--- config.mk ---
export PLATFORM = sky130hd
export DESIGN_NAME = route_conflict_scoreboard_core
export DESIGN_NICKNAME = d
export VERILOG_FILES = /design/src/sv/rcs_pkg.sv /design/src/sv/rcs_slot_store.sv /design/src/sv/rcs_match_unit.sv /design/src/sv/route_conflict_scoreboard_core.sv
export SDC_FILE = /design/constraint.sdc
export NUM_CORES = 1
export LEC_CHECK = 0
export BUFFER_PORTS_ARGS = -buffer_cell sky130_fd_sc_hd__buf_4
export CORE_ASPECT_RATIO = 0.5
export CORE_MARGIN = 2
export CORE_UTILIZATION = 28
export CTS_CLUSTER_SIZE = 30
export DETAILED_ROUTE_END_ITERATION = 8
export PLACE_DENSITY = 0.41
export SLEW_MARGIN = 20
export SYNTH_ARGS = -nofsm -noshare
export SYNTH_HDL_FRONTEND = slang
export SYNTH_SLANG_ARGS = --single-unit
--- constraint.sdc ---
create_clock -name i_clk -period 5.3 [get_ports i_clk]
set_input_delay 1.06 -clock i_clk [delete_from_list [all_inputs] [get_ports i_clk]]
set_output_delay 1.06 -clock i_clk [all_outputs]
set_load 0.01 [all_outputs]
--- src/sv/rcs_pkg.sv ---
// ----------------------------------------------------------------------------
// rcs_pkg
// Shared types and codes for the route conflict scoreboard.
// ----------------------------------------------------------------------------
package rcs_pkg;

    // Default configuration
    localparam int           DEF_ENTRIES     = 8;
    localparam logic [7:0]   DEF_UNUSED_CODE = 8'd255;

    // Request modes
    localparam logic [1:0] MODE_CHECK   = 2'd0;
    localparam logic [1:0] MODE_RESERVE = 2'd1;
    localparam logic [1:0] MODE_CLEAR   = 2'd2;

    // Result status codes
    localparam logic [2:0] ST_OK          = 3'd0;
    localparam logic [2:0] ST_BAD_PUMP    = 3'd1;
    localparam logic [2:0] ST_NO_SINK     = 3'd2;
    localparam logic [2:0] ST_NO_RELAY    = 3'd3;
    localparam logic [2:0] ST_SINK_BUSY   = 3'd4;
    localparam logic [2:0] ST_RELAY_BUSY  = 3'd5;
    localparam logic [2:0] ST_VALVE_BUSY  = 3'd6;

    // One reservation slot as read from the store
    typedef struct packed {
        logic       active;
        logic [3:0] sink;
        logic [7:0] prel;
        logic [7:0] vrel;
    } t_slot;

    // Store write controls
    typedef struct packed {
        logic wr_en;
        logic clr_all;
    } t_wr_ctl;

    // Compare unit verdict for one slot
    typedef struct packed {
        logic       hit;
        logic [2:0] status;
    } t_match;

endpackage

--- src/sv/rcs_slot_store.sv ---
// ----------------------------------------------------------------------------
// rcs_slot_store
// Reservation slots: active flags in resettable flops, payload in plain
// registers. One write port, one read port at the scan index.
// ----------------------------------------------------------------------------
module rcs_slot_store #(
    parameter int ENTRIES = rcs_pkg::DEF_ENTRIES,
    parameter int IDX_W   = (ENTRIES > 1) ? $clog2(ENTRIES) : 1
) (
    input  logic                 i_clk,
    input  logic                 i_rst_n,
    input  rcs_pkg::t_wr_ctl     i_wr,
    input  logic [IDX_W-1:0]     i_wr_idx,
    input  logic [3:0]           i_wr_sink,
    input  logic [7:0]           i_wr_prel,
    input  logic [7:0]           i_wr_vrel,
    input  logic [IDX_W-1:0]     i_rd_idx,
    output rcs_pkg::t_slot       o_rd_slot
);

    logic [ENTRIES-1:0] r_active;
    logic [3:0]         r_sink [ENTRIES];
    logic [7:0]         r_prel [ENTRIES];
    logic [7:0]         r_vrel [ENTRIES];

    // Active flags: cleared by reset and by a clear request
    always_ff @(posedge i_clk) begin
        if (!i_rst_n) begin
            r_active <= '0;
        end else if (i_wr.clr_all) begin
            r_active <= '0;
        end else if (i_wr.wr_en) begin
            r_active[i_wr_idx] <= 1'b1;
        end
    end

    // Payload: only read behind an active flag, so no reset
    always_ff @(posedge i_clk) begin
        if (i_wr.wr_en) begin
            r_sink[i_wr_idx] <= i_wr_sink;
            r_prel[i_wr_idx] <= i_wr_prel;
            r_vrel[i_wr_idx] <= i_wr_vrel;
        end
    end

    // Read port
    always_comb begin
        o_rd_slot.active = r_active[i_rd_idx];
        o_rd_slot.sink   = r_sink[i_rd_idx];
        o_rd_slot.prel   = r_prel[i_rd_idx];
        o_rd_slot.vrel   = r_vrel[i_rd_idx];
    end

endmodule

--- src/sv/rcs_match_unit.sv ---
// ----------------------------------------------------------------------------
// rcs_match_unit
// Shared compare unit: tests one stored slot against the request, in the
// order sink, pump relay, valve relay. Unused relay codes never match.
// ----------------------------------------------------------------------------
module rcs_match_unit #(
    parameter logic [7:0] UNUSED_CODE = rcs_pkg::DEF_UNUSED_CODE
) (
    input  rcs_pkg::t_slot  i_slot,
    input  logic            i_own,
    input  logic [3:0]      i_sink,
    input  logic [7:0]      i_prel,
    input  logic [7:0]      i_vrel,
    output rcs_pkg::t_match o_match
);

    logic w_sink_eq;
    logic w_prel_eq;
    logic w_vrel_eq;

    assign w_sink_eq = (i_slot.sink == i_sink);
    assign w_prel_eq = (i_slot.prel != UNUSED_CODE) && (i_slot.prel == i_prel);
    assign w_vrel_eq = (i_vrel != UNUSED_CODE) && (i_slot.vrel != UNUSED_CODE)
                       && (i_slot.vrel == i_vrel);

    // Priority pick; inactive and own slots are skipped
    always_comb begin
        o_match.hit    = 1'b0;
        o_match.status = rcs_pkg::ST_OK;
        if (i_slot.active && !i_own) begin
            if (w_sink_eq) begin
                o_match.hit    = 1'b1;
                o_match.status = rcs_pkg::ST_SINK_BUSY;
            end else if (w_prel_eq) begin
                o_match.hit    = 1'b1;
                o_match.status = rcs_pkg::ST_RELAY_BUSY;
            end else if (w_vrel_eq) begin
                o_match.hit    = 1'b1;
                o_match.status = rcs_pkg::ST_VALVE_BUSY;
            end
        end
    end

endmodule

--- src/sv/route_conflict_scoreboard_core.sv ---
// ----------------------------------------------------------------------------
// route_conflict_scoreboard_core
// Per-pump route reservation scoreboard with a serial conflict scan.
//
//  channel | direction | handshake          | payload
//  --------+-----------+--------------------+-----------------------------------
//  request | in        | i_valid / o_stall  | mode, pump_index, sink, relays
//  result  | out       | o_valid / i_stall  | status, conflict_entry
//
// A check that reaches the scan walks the slots from index 0 upward: one
// slot goes through the shared compare unit per cycle, and the scan stops at
// the first conflict. Other requests skip the scan.
// o_stall is high from acceptance until the result is in the output register.
// A stalled result holds the block in its final state until taken.
// Reset is synchronous, active low, and empties all slots at once.
// ----------------------------------------------------------------------------
module route_conflict_scoreboard_core #(
    parameter int         ENTRIES     = rcs_pkg::DEF_ENTRIES,
    parameter logic [7:0] UNUSED_CODE = rcs_pkg::DEF_UNUSED_CODE
) (
    input  logic       i_clk,
    input  logic       i_rst_n,
    input  logic       i_valid,
    output logic       o_stall,
    input  logic [1:0] i_mode,
    input  logic [7:0] i_pump_index,
    input  logic [3:0] i_sink_role,
    input  logic [7:0] i_pump_relay,
    input  logic [7:0] i_valve_relay,
    output logic       o_valid,
    input  logic       i_stall,
    output logic [2:0] o_status,
    output logic [2:0] o_conflict_entry
);

    localparam int IDX_W = (ENTRIES > 1) ? $clog2(ENTRIES) : 1;
    localparam logic [IDX_W-1:0] LAST_IDX = IDX_W'(ENTRIES - 1);
    localparam logic [8:0]       NUM_ENT  = 9'(ENTRIES);

    localparam logic [1:0] S_IDLE = 2'd0;
    localparam logic [1:0] S_SCAN = 2'd1;
    localparam logic [1:0] S_DONE = 2'd2;

    logic [1:0]       r_state, n_state;
    logic [IDX_W-1:0] r_idx,   n_idx;
    logic [IDX_W-1:0] r_pump,  n_pump;
    logic [3:0]       r_sink,  n_sink;
    logic [7:0]       r_prel,  n_prel;
    logic [7:0]       r_vrel,  n_vrel;
    logic [2:0]       r_res_status, n_res_status;
    logic [2:0]       r_res_entry,  n_res_entry;
    logic             r_out_valid,  n_out_valid;
    logic [2:0]       r_out_status, n_out_status;
    logic [2:0]       r_out_entry,  n_out_entry;

    logic             w_accept;
    logic             w_pump_ok;
    logic             w_load;
    rcs_pkg::t_wr_ctl w_wr;
    rcs_pkg::t_slot   w_slot;
    rcs_pkg::t_match  w_match;

    assign w_accept  = i_valid && !o_stall;
    assign w_pump_ok = ({1'b0, i_pump_index} < NUM_ENT);
    assign w_load    = (r_state == S_DONE) && (!r_out_valid || !i_stall);

    // Store write controls, taken straight from the accepted item
    always_comb begin
        w_wr.wr_en   = w_accept && (i_mode == rcs_pkg::MODE_RESERVE) && w_pump_ok;
        w_wr.clr_all = w_accept && (i_mode == rcs_pkg::MODE_CLEAR);
    end

    rcs_slot_store #(
        .ENTRIES (ENTRIES),
        .IDX_W   (IDX_W)
    ) u_store (
        .i_clk     (i_clk),
        .i_rst_n   (i_rst_n),
        .i_wr      (w_wr),
        .i_wr_idx  (i_pump_index[IDX_W-1:0]),
        .i_wr_sink (i_sink_role),
        .i_wr_prel (i_pump_relay),
        .i_wr_vrel (i_valve_relay),
        .i_rd_idx  (r_idx),
        .o_rd_slot (w_slot)
    );

    rcs_match_unit #(
        .UNUSED_CODE (UNUSED_CODE)
    ) u_match (
        .i_slot  (w_slot),
        .i_own   (r_idx == r_pump),
        .i_sink  (r_sink),
        .i_prel  (r_prel),
        .i_vrel  (r_vrel),
        .o_match (w_match)
    );

    // Sequencer
    always_comb begin
        n_state      = r_state;
        n_idx        = r_idx;
        n_pump       = r_pump;
        n_sink       = r_sink;
        n_prel       = r_prel;
        n_vrel       = r_vrel;
        n_res_status = r_res_status;
        n_res_entry  = r_res_entry;
        unique case (r_state)
            S_IDLE: begin
                if (w_accept) begin
                    n_pump       = i_pump_index[IDX_W-1:0];
                    n_sink       = i_sink_role;
                    n_prel       = i_pump_relay;
                    n_vrel       = i_valve_relay;
                    n_idx        = '0;
                    n_res_status = rcs_pkg::ST_OK;
                    n_res_entry  = '0;
                    n_state      = S_DONE;
                    if (i_mode == rcs_pkg::MODE_CHECK) begin
                        if (!w_pump_ok) begin
                            n_res_status = rcs_pkg::ST_BAD_PUMP;
                        end else if (i_sink_role == 4'd0) begin
                            n_res_status = rcs_pkg::ST_NO_SINK;
                        end else if (i_pump_relay == UNUSED_CODE) begin
                            n_res_status = rcs_pkg::ST_NO_RELAY;
                        end else begin
                            n_state = S_SCAN;
                        end
                    end else if (i_mode == rcs_pkg::MODE_RESERVE && !w_pump_ok) begin
                        n_res_status = rcs_pkg::ST_BAD_PUMP;
                    end
                end
            end
            S_SCAN: begin
                if (w_match.hit) begin
                    n_res_status = w_match.status;
                    n_res_entry  = 3'(r_idx);
                    n_state      = S_DONE;
                end else if (r_idx == LAST_IDX) begin
                    n_state = S_DONE;
                end else begin
                    n_idx = r_idx + IDX_W'(1);
                end
            end
            S_DONE: begin
                if (w_load) begin
                    n_state = S_IDLE;
                end
            end
            default: begin
                n_state = S_IDLE;
            end
        endcase
    end

    // Output register
    always_comb begin
        n_out_valid  = r_out_valid && i_stall;
        n_out_status = r_out_status;
        n_out_entry  = r_out_entry;
        if (w_load) begin
            n_out_valid  = 1'b1;
            n_out_status = r_res_status;
            n_out_entry  = r_res_entry;
        end
    end

    // Control registers
    always_ff @(posedge i_clk) begin
        if (!i_rst_n) begin
            r_state     <= S_IDLE;
            r_out_valid <= 1'b0;
        end else begin
            r_state     <= n_state;
            r_out_valid <= n_out_valid;
        end
    end

    // Payload registers
    always_ff @(posedge i_clk) begin
        r_idx        <= n_idx;
        r_pump       <= n_pump;
        r_sink       <= n_sink;
        r_prel       <= n_prel;
        r_vrel       <= n_vrel;
        r_res_status <= n_res_status;
        r_res_entry  <= n_res_entry;
        r_out_status <= n_out_status;
        r_out_entry  <= n_out_entry;
    end

    assign o_stall          = (r_state != S_IDLE);
    assign o_valid          = r_out_valid;
    assign o_status         = r_out_status;
    assign o_conflict_entry = r_out_entry;

`ifndef ASSERT_OFF
    // An accepted item keeps the block busy in the next cycle
    a_busy_after_accept: assert property (@(posedge i_clk) disable iff (!i_rst_n)
        w_accept |=> o_stall)
        else $error("block not busy after accepting an item");

    // Only busy statuses carry a slot index
    a_entry_only_on_busy: assert property (@(posedge i_clk) disable iff (!i_rst_n)
        (o_valid && !(o_status == rcs_pkg::ST_SINK_BUSY
                   || o_status == rcs_pkg::ST_RELAY_BUSY
                   || o_status == rcs_pkg::ST_VALVE_BUSY)) |-> (o_conflict_entry == 3'd0))
        else $error("conflict entry set without a busy status");

    // A finished result is loaded and the sequencer returns to idle
    a_done_loads: assert property (@(posedge i_clk) disable iff (!i_rst_n)
        w_load |=> (r_state == S_IDLE) && r_out_valid)
        else $error("finished result not loaded into output register");

    // The scan never leaves the slot range
    a_scan_in_range: assert property (@(posedge i_clk) disable iff (!i_rst_n)
        (r_state == S_SCAN) |-> (r_idx <= LAST_IDX))
        else $error("scan index beyond last slot");
`endif

endmodule
==> impl_metrics.env, run 1 <==
export IMPL_dp_worst_setup_slack_ps=1562
export IMPL_drive_above_1_share=0.2261
export IMPL_setup_slack_ps=1614
export IMPL_slew_violations=0
export IMPL_syn2layout_area_growth_pct=18.55
export IMPL_synth_area_leaders="edfxtp_1, mux4_2, mux4_1"
export IMPL_critPathLaunchType="register"
export IMPL_synthArstFlopShare=0
export IMPL_hold_buffers=0
export IMPL_power_density_nw_per_um2=361.6
export IMPL_numCtsBuffers=21
export IMPL_hold_path_cell_count=0
export IMPL_r2r_slack_ps=1610
export IMPL_num_io_pins=42
export IMPL_grt_pass1_vias=4414
export IMPL_path_max_fanout=25
export IMPL_ys_seq_elements=212
export IMPL_synth_edf_count=198
export IMPL_syn_inst=465
export IMPL_seqCellArea_um2=6228
export IMPL_max_freq_mhz=271.3
export IMPL_nFillCells=2896
export IMPL_netlist_area_leader_share=0.6948
export IMPL_yosys_warnings=0
export IMPL_postPlaceCellArea_um2=9407
export IMPL_syn_nets=501
export IMPL_synthesis_area_um2=8557
export IMPL_skew_ps=12.07
export IMPL_rsz0062_at_grt="no"
export IMPL_clock_sinks=212
export IMPL_wl_mm=19.34
export IMPL_core_area_um2=30180
export IMPL_vias=4357
export IMPL_cts_root_buf="clkbuf_16"
export IMPL_dp_cells=905
export IMPL_wl_per_cell_um=20.51
export IMPL_maxCapViolCount=0
export IMPL_maxSlewHeadroom=0.3750
export IMPL_synth_avg_cell_area_um2=18.40
export IMPL_fin_setup_tns_ps=0
export IMPL_final_core_util=0.3362
export IMPL_drt_iter0_drc=361
export IMPL_clk_latency_ps=520
export IMPL_layout_common_cells="edfxtp_1, buf_4, nor2_1"
export IMPL_synth_ff_type="edfxtp_1"
export IMPL_r2r_end="r_res_entry[2]$_SDFFCE_PN0P_"
export IMPL_ys_seq_area_frac=0.7276
export IMPL_initial_core_util=0.2835
export IMPL_setup_violations=0
export IMPL_post_cts_resize_count=0
export IMPL_row_count=45
export IMPL_critPathArrivalTime_ps=3880
export IMPL_clk_pin_slew_worst_paths_ps=60
export IMPL_hold_path_class="register to register"
export IMPL_layout_commonest_cell="edfxtp_1"
export IMPL_min_from="r_res_entry[2]$_SDFFCE_PN0P_"
export IMPL_antenna_left=0
export IMPL_gr_total_overflow=0
export IMPL_path_class="register to register"
export IMPL_worst_slew_pin_slew_ps=937.5
export IMPL_htreeDepth=1
export IMPL_status="finished clean"
export IMPL_via_per_inst=4.620
export IMPL_multi_input_area_um2=2227
export IMPL_die_w_um=251.2
export IMPL_die_height_um=127.6
export IMPL_portBuffers=41
export IMPL_place_hpwl_mm=12.03
export IMPL_holdWs_ps=419.4
export IMPL_yosysUniqueCellTypes=51
export IMPL_finalHoldViolCount=0
export IMPL_min_period_ps=3686
export IMPL_route_detailed_drc=0
export IMPL_nNetsFinal=565
export IMPL_cp_data_required_time_ps=5500
export IMPL_postCtsSetupBuffers=0
export IMPL_holdPathEnd="o_conflict_entry[2]$_DFFE_PP_"
export IMPL_globalRouteTotalUtil=0.1243
export IMPL_grt_max_degree=27
export IMPL_max_clock_path_buffers=3
export IMPL_p_total_mw=3.668
export IMPL_grt_pass1_wl_mm=29.33
export IMPL_cts_tree="done"
export IMPL_synth_top_cell_by_area="edfxtp_1"
export IMPL_diodes=0
export IMPL_drt_pass1_iterations=4
export IMPL_ir_drop_uv=185.9
export IMPL_fin_crit_sh=0.6955
export IMPL_antenna_found_initial=0
export IMPL_gp_congestion=0.7618
export IMPL_die_area_um2=32060
export IMPL_r2r_cells=7
export IMPL_final_cell_area_um2=10140
export IMPL_p_leak_nw=3.306
export IMPL_final_cells=943
export IMPL_endpoint_kind="register"
[per-layer routing]
layer / track usage / share of wire / vias up
met5: 0 / 0 / -
met4: 0.02766 / 0.020 / 0
met3: 0.02710 / 0.040 / 34
met2: 0.1915 / 0.44 / 74
met1: 0.1803 / 0.50 / 2233
li1: - / - / 2016
[registers in the layout (all words and copies together), names as in the netlist, named ones only]
| name | cells |
|---|---|
| u_store.r_prel | 64 |
| u_store.r_vrel | 64 |
| u_store.r_sink | 32 |
| r_prel | 8 |
| r_vrel | 8 |
| u_store.r_active | 8 |
| r_sink | 4 |
| o_conflict_entry | 3 |
| o_status | 3 |
| r_idx | 3 |
| r_pump | 3 |
| r_res_entry | 3 |
| r_res_status | 3 |
| r_state | 2 |
| o_valid | 1 |
[cell usage after synthesis, types with 4 or more instances]
| cell type | instances |
|---|---|
| a21oi_1 | 10 |
| a22oi_1 | 5 |
| and2_1 | 4 |
| buf_2 | 7 |
| dfxtp_1 | 14 |
| edfxtp_1 | 198 |
| inv_1 | 5 |
| mux2i_1 | 30 |
| mux4_1 | 15 |
| mux4_2 | 19 |
| nand2_1 | 15 |
| nand2b_1 | 5 |
| nand4_1 | 7 |
| nor2_1 | 38 |
| nor2b_1 | 4 |
| nor3_1 | 8 |
| o211ai_1 | 4 |
| o21a_1 | 4 |
| xor2_1 | 16 |
[worst max path at each step]
stage          slack (ps)                              to            start  depth (start not counted)
2_1_floorplan         790  u_store.r_prel[1][0]$_DFFE_PP_          i_valid                          4
3_3_place_gp         1570  u_store.r_prel[1][5]$_DFFE_PP_  i_pump_index[6]                          6
3_5_place_dp         1560  u_store.r_vrel[4][5]$_DFFE_PP_  i_pump_index[6]                          6
4_1_cts              1580    r_res_entry[2]$_SDFFCE_PN0P_         register                          8
5_1_grt              1340       r_res_status[1]$_DFFE_PP_         register                          8
6_report             1610    r_res_entry[2]$_SDFFCE_PN0P_         register                          7
[power breakdown]
group / switching [mW] / internal (mW) / leakage [nW]
clock network: 0.627 / 0.984 / 0.360
logic: 0.101 / 0.0814 / 1.03
registers: 0.0248 / 1.85 / 1.92
[kinds of logic (layout without fill, tap and decap cells)]
kind of cell | after synthesis | count (layout) | synth area share
simple gates | 103 | 103 | 0.06200
flops | 212 | 212 | 0.7276
fa+ha+maj | 2 | 2 | 0.002924
buf+inv | 20 | 99 | 0.01535
xor+xnor | 18 | 18 | 0.01842
mux | 66 | 66 | 0.1364
compound gates | 44 | 44 | 0.03729
[worst max-delay path, cell delays in order, from the launching register on]
cell,delay (ps)
dfxtp_2,870
mux4_1,650
mux2i_1,260
xor2_1,210
nand4_1,100
or4_1,750
o211ai_2,210
a21o_1,290
[final cells by class]
cell class / count / area share
sequential: 212 / 0.6140
clock buffer: 25 / 0.05427
timing repair buffer: 56 / 0.04267
clock inverter: 13 / 0.01850
inverter: 5 / 0.001850
multi-input combinational: 233 / 0.2195
tap: 399 / 0.04921
Power figures use the tool's default switching activity.
==> inputs of run 2 (changes only) <==
--- a/config.mk
+++ b/config.mk
@@ -11,7 +11,7 @@
 export CORE_UTILIZATION = 28
 export CTS_CLUSTER_SIZE = 30
 export DETAILED_ROUTE_END_ITERATION = 8
-export PLACE_DENSITY = 0.41
+export PLACE_DENSITY = 0.42
 export SLEW_MARGIN = 20
 export SYNTH_ARGS = -nofsm -noshare
 export SYNTH_HDL_FRONTEND = slang
==> constraint.sdc (replaced) <==
create_clock -name i_clk -period 3.3 [get_ports i_clk]
set_input_delay 0.66 -clock i_clk [delete_from_list [all_inputs] [get_ports i_clk]]
set_output_delay 0.66 -clock i_clk [all_outputs]
set_load 0.01 [all_outputs]
==> run 2 against run 1 <==
  * Die area stayed put
  * Critical path depth grew 2
  * Combinational power is 76% higher
  * Final cell count is 1.4% higher
  * First-iteration DRC count decreased by 11%
  * Wire length increased by 0.61%
==> impl_metrics.env, run 2 (same netlist as run 1, synthesis figures left out) <==
export IMPL_status="finished clean"
export IMPL_post_cts_resize_count=0
export IMPL_multi_input_area_um2=2240
export IMPL_cp_data_required_time_ps=3480
export IMPL_skew_ps=9.443
export IMPL_drt_pass1_iterations=5
export IMPL_critPathLaunchType="register"
export IMPL_rsz0062_at_grt="no"
export IMPL_max_clock_path_buffers=3
export IMPL_cts_tree="done"
export IMPL_path_class="register to register"
export IMPL_grt_pass1_vias=4476
export IMPL_top_layer_used="met4"
export IMPL_critPathArrivalTime_ps=3240
export IMPL_layout_common_cells="edfxtp_1, buf_4, nor2_1"
export IMPL_fin_setup_tns_ps=0
export IMPL_antenna_left=0
export IMPL_power_density_nw_per_um2=547.3
export IMPL_ir_drop_uv=333.0
export IMPL_globalRouteTotalUtil=0.1227
export IMPL_p_total_mw=5.608
export IMPL_core_area_um2=30180
export IMPL_gr_total_overflow=0
export IMPL_pwr_share_seq=0.534
export IMPL_dp_worst_setup_slack_ps=243.4
export IMPL_layout_commonest_cell="edfxtp_1"
export IMPL_via_per_inst=4.569
export IMPL_setup_slack_ps=238.2
export IMPL_r2r_slack_ps=240
export IMPL_diodes=0
export IMPL_clk_pin_slew_worst_paths_ps=60
export IMPL_place_hpwl_mm=12.37
export IMPL_numCtsBuffers=22
export IMPL_maxSlewHeadroom=0.5159
export IMPL_clock_sinks=212
export IMPL_p_leak_nw=3.369
export IMPL_p_sw_frac=0.2107
export IMPL_intPower_mw=4.426
export IMPL_slew_violations=0
export IMPL_drt_iter0_drc=321
export IMPL_switchingPower_mw=1.182
export IMPL_drt_met1_wl_mm=9.838
export IMPL_die_w_um=251.2
export IMPL_wl_met2_mm=8.640
export IMPL_met3_length_um=657
export IMPL_worst_slew_pin_slew_ps=719.6
export IMPL_nFillCells=2878
export IMPL_cts_root_buf="clkbuf_16"
export IMPL_fin_crit_sh=0.9278
export IMPL_nNetsFinal=582
export IMPL_wl_mm=19.46
export IMPL_postCtsSetupBuffers=0
export IMPL_path_max_fanout=23
export IMPL_p_comb_frac=0.057
export IMPL_syn2layout_area_growth_pct=19.75
export IMPL_initial_core_util=0.2835
export IMPL_portBuffers=41
export IMPL_r2r_cells=9
export IMPL_die_height_um=127.6
export IMPL_maxCapViolCount=0
export IMPL_power_share_clock=0.409
export IMPL_hold_path_cell_count=1
export IMPL_grt_pass1_wl_mm=29.08
export IMPL_clk_latency_ps=500
export IMPL_die_area_um2=32060
export IMPL_route_detailed_drc=0
export IMPL_num_io_pins=42
export IMPL_top_regs="u_store.r_prel x64, u_store.r_vrel x64, u_store.r_sink x32"
export IMPL_wl_per_cell_um=20.36
export IMPL_finalHoldViolCount=0
export IMPL_endpoint_kind="register"
export IMPL_seqCellArea_um2=6228
export IMPL_htreeDepth=1
export IMPL_antenna_found_initial=0
export IMPL_drive_above_1_share=0.2513
export IMPL_row_count=45
export IMPL_setup_violations=0
export IMPL_gp_congestion=0.7600
export IMPL_max_freq_mhz=326.6
export IMPL_min_period_ps=3062
export IMPL_vias=4368
export IMPL_hold_buffers=0
export IMPL_hold_path_class="primary input to register"
export IMPL_grt_max_degree=25
## run 2: cell types whose count changed in the layout (fill, tap and decap cells not counted), moves of 2 or more
cell       delta
buf_4        +12
bufinv_16     -5
clkinv_1      -5
buf_12        +4
clkbuf_16     +2
clkinv_4      +2
nor3_2        -2
nor3_4        +2
## run 2: critical path, cell delays in order, from the launching register on
cell and delay [ps]:
dfxtp_2 380, buf_12 220, buf_4 230, mux4_1 630
mux2i_4 200, xnor2_1 100, a211oi_2 240, nand4b_4 210
o211ai_2 200, a21o_1 320
## run 2: final timing paths
check | from | to
max reg2reg | register | r_res_entry[2]$_SDFFCE_PN0P_
max | register | r_res_entry[2]$_SDFFCE_PN0P_
min | i_pump_index[0] | r_pump[0]$_DFFE_PP_
min reg2reg | r_res_entry[0]$_SDFFCE_PN0P_ | o_conflict_entry[0]$_DFFE_PP_
## run 2: final cells by class
class,instances,area share
sequential,212,0.6078
multi-input combinational,233,0.2186
clock buffer,29,0.06032
timing repair buffer,72,0.05885
tap,399,0.04872
clock inverter,6,0.003907
inverter,5,0.001832
## run 2: per-stage QoR
| step | instance area, um2 | std cells | hold WS (ps) | utilization |
|---|---|---|---|---|
| after floorplan | 8569 | 465 | 400.3 | - |
| after global placement | 9589 | 921 | 409.6 | 0.3177 |
| after detailed placement | 9589 | 921 | 410.8 | 0.3177 |
| after CTS | 10250 | 956 | 339.9 | 0.3396 |
| after global routing | 10250 | 956 | 347.1 | 0.3396 |
| final | 10250 | 956 | 359.7 | 0.3396 |
## run 2: power by group through the flow
stage,registers [mW],logic (mW),clock network (mW)
floorplan,3.04,0.188,0
global placement,3.05,0.326,0
detailed placement,3.05,0.327,0
CTS,3.00,0.328,2.37
global route,3.00,0.352,2.47
finish,3.00,0.320,2.29
## run 2: metal layers
metal / track usage / vias up
met4: 0.02556 / 0
met5: 0 / -
met2: 0.1921 / 76
met1: 0.1809 / 2229
li1: - / 2040
met3: 0.01976 / 23
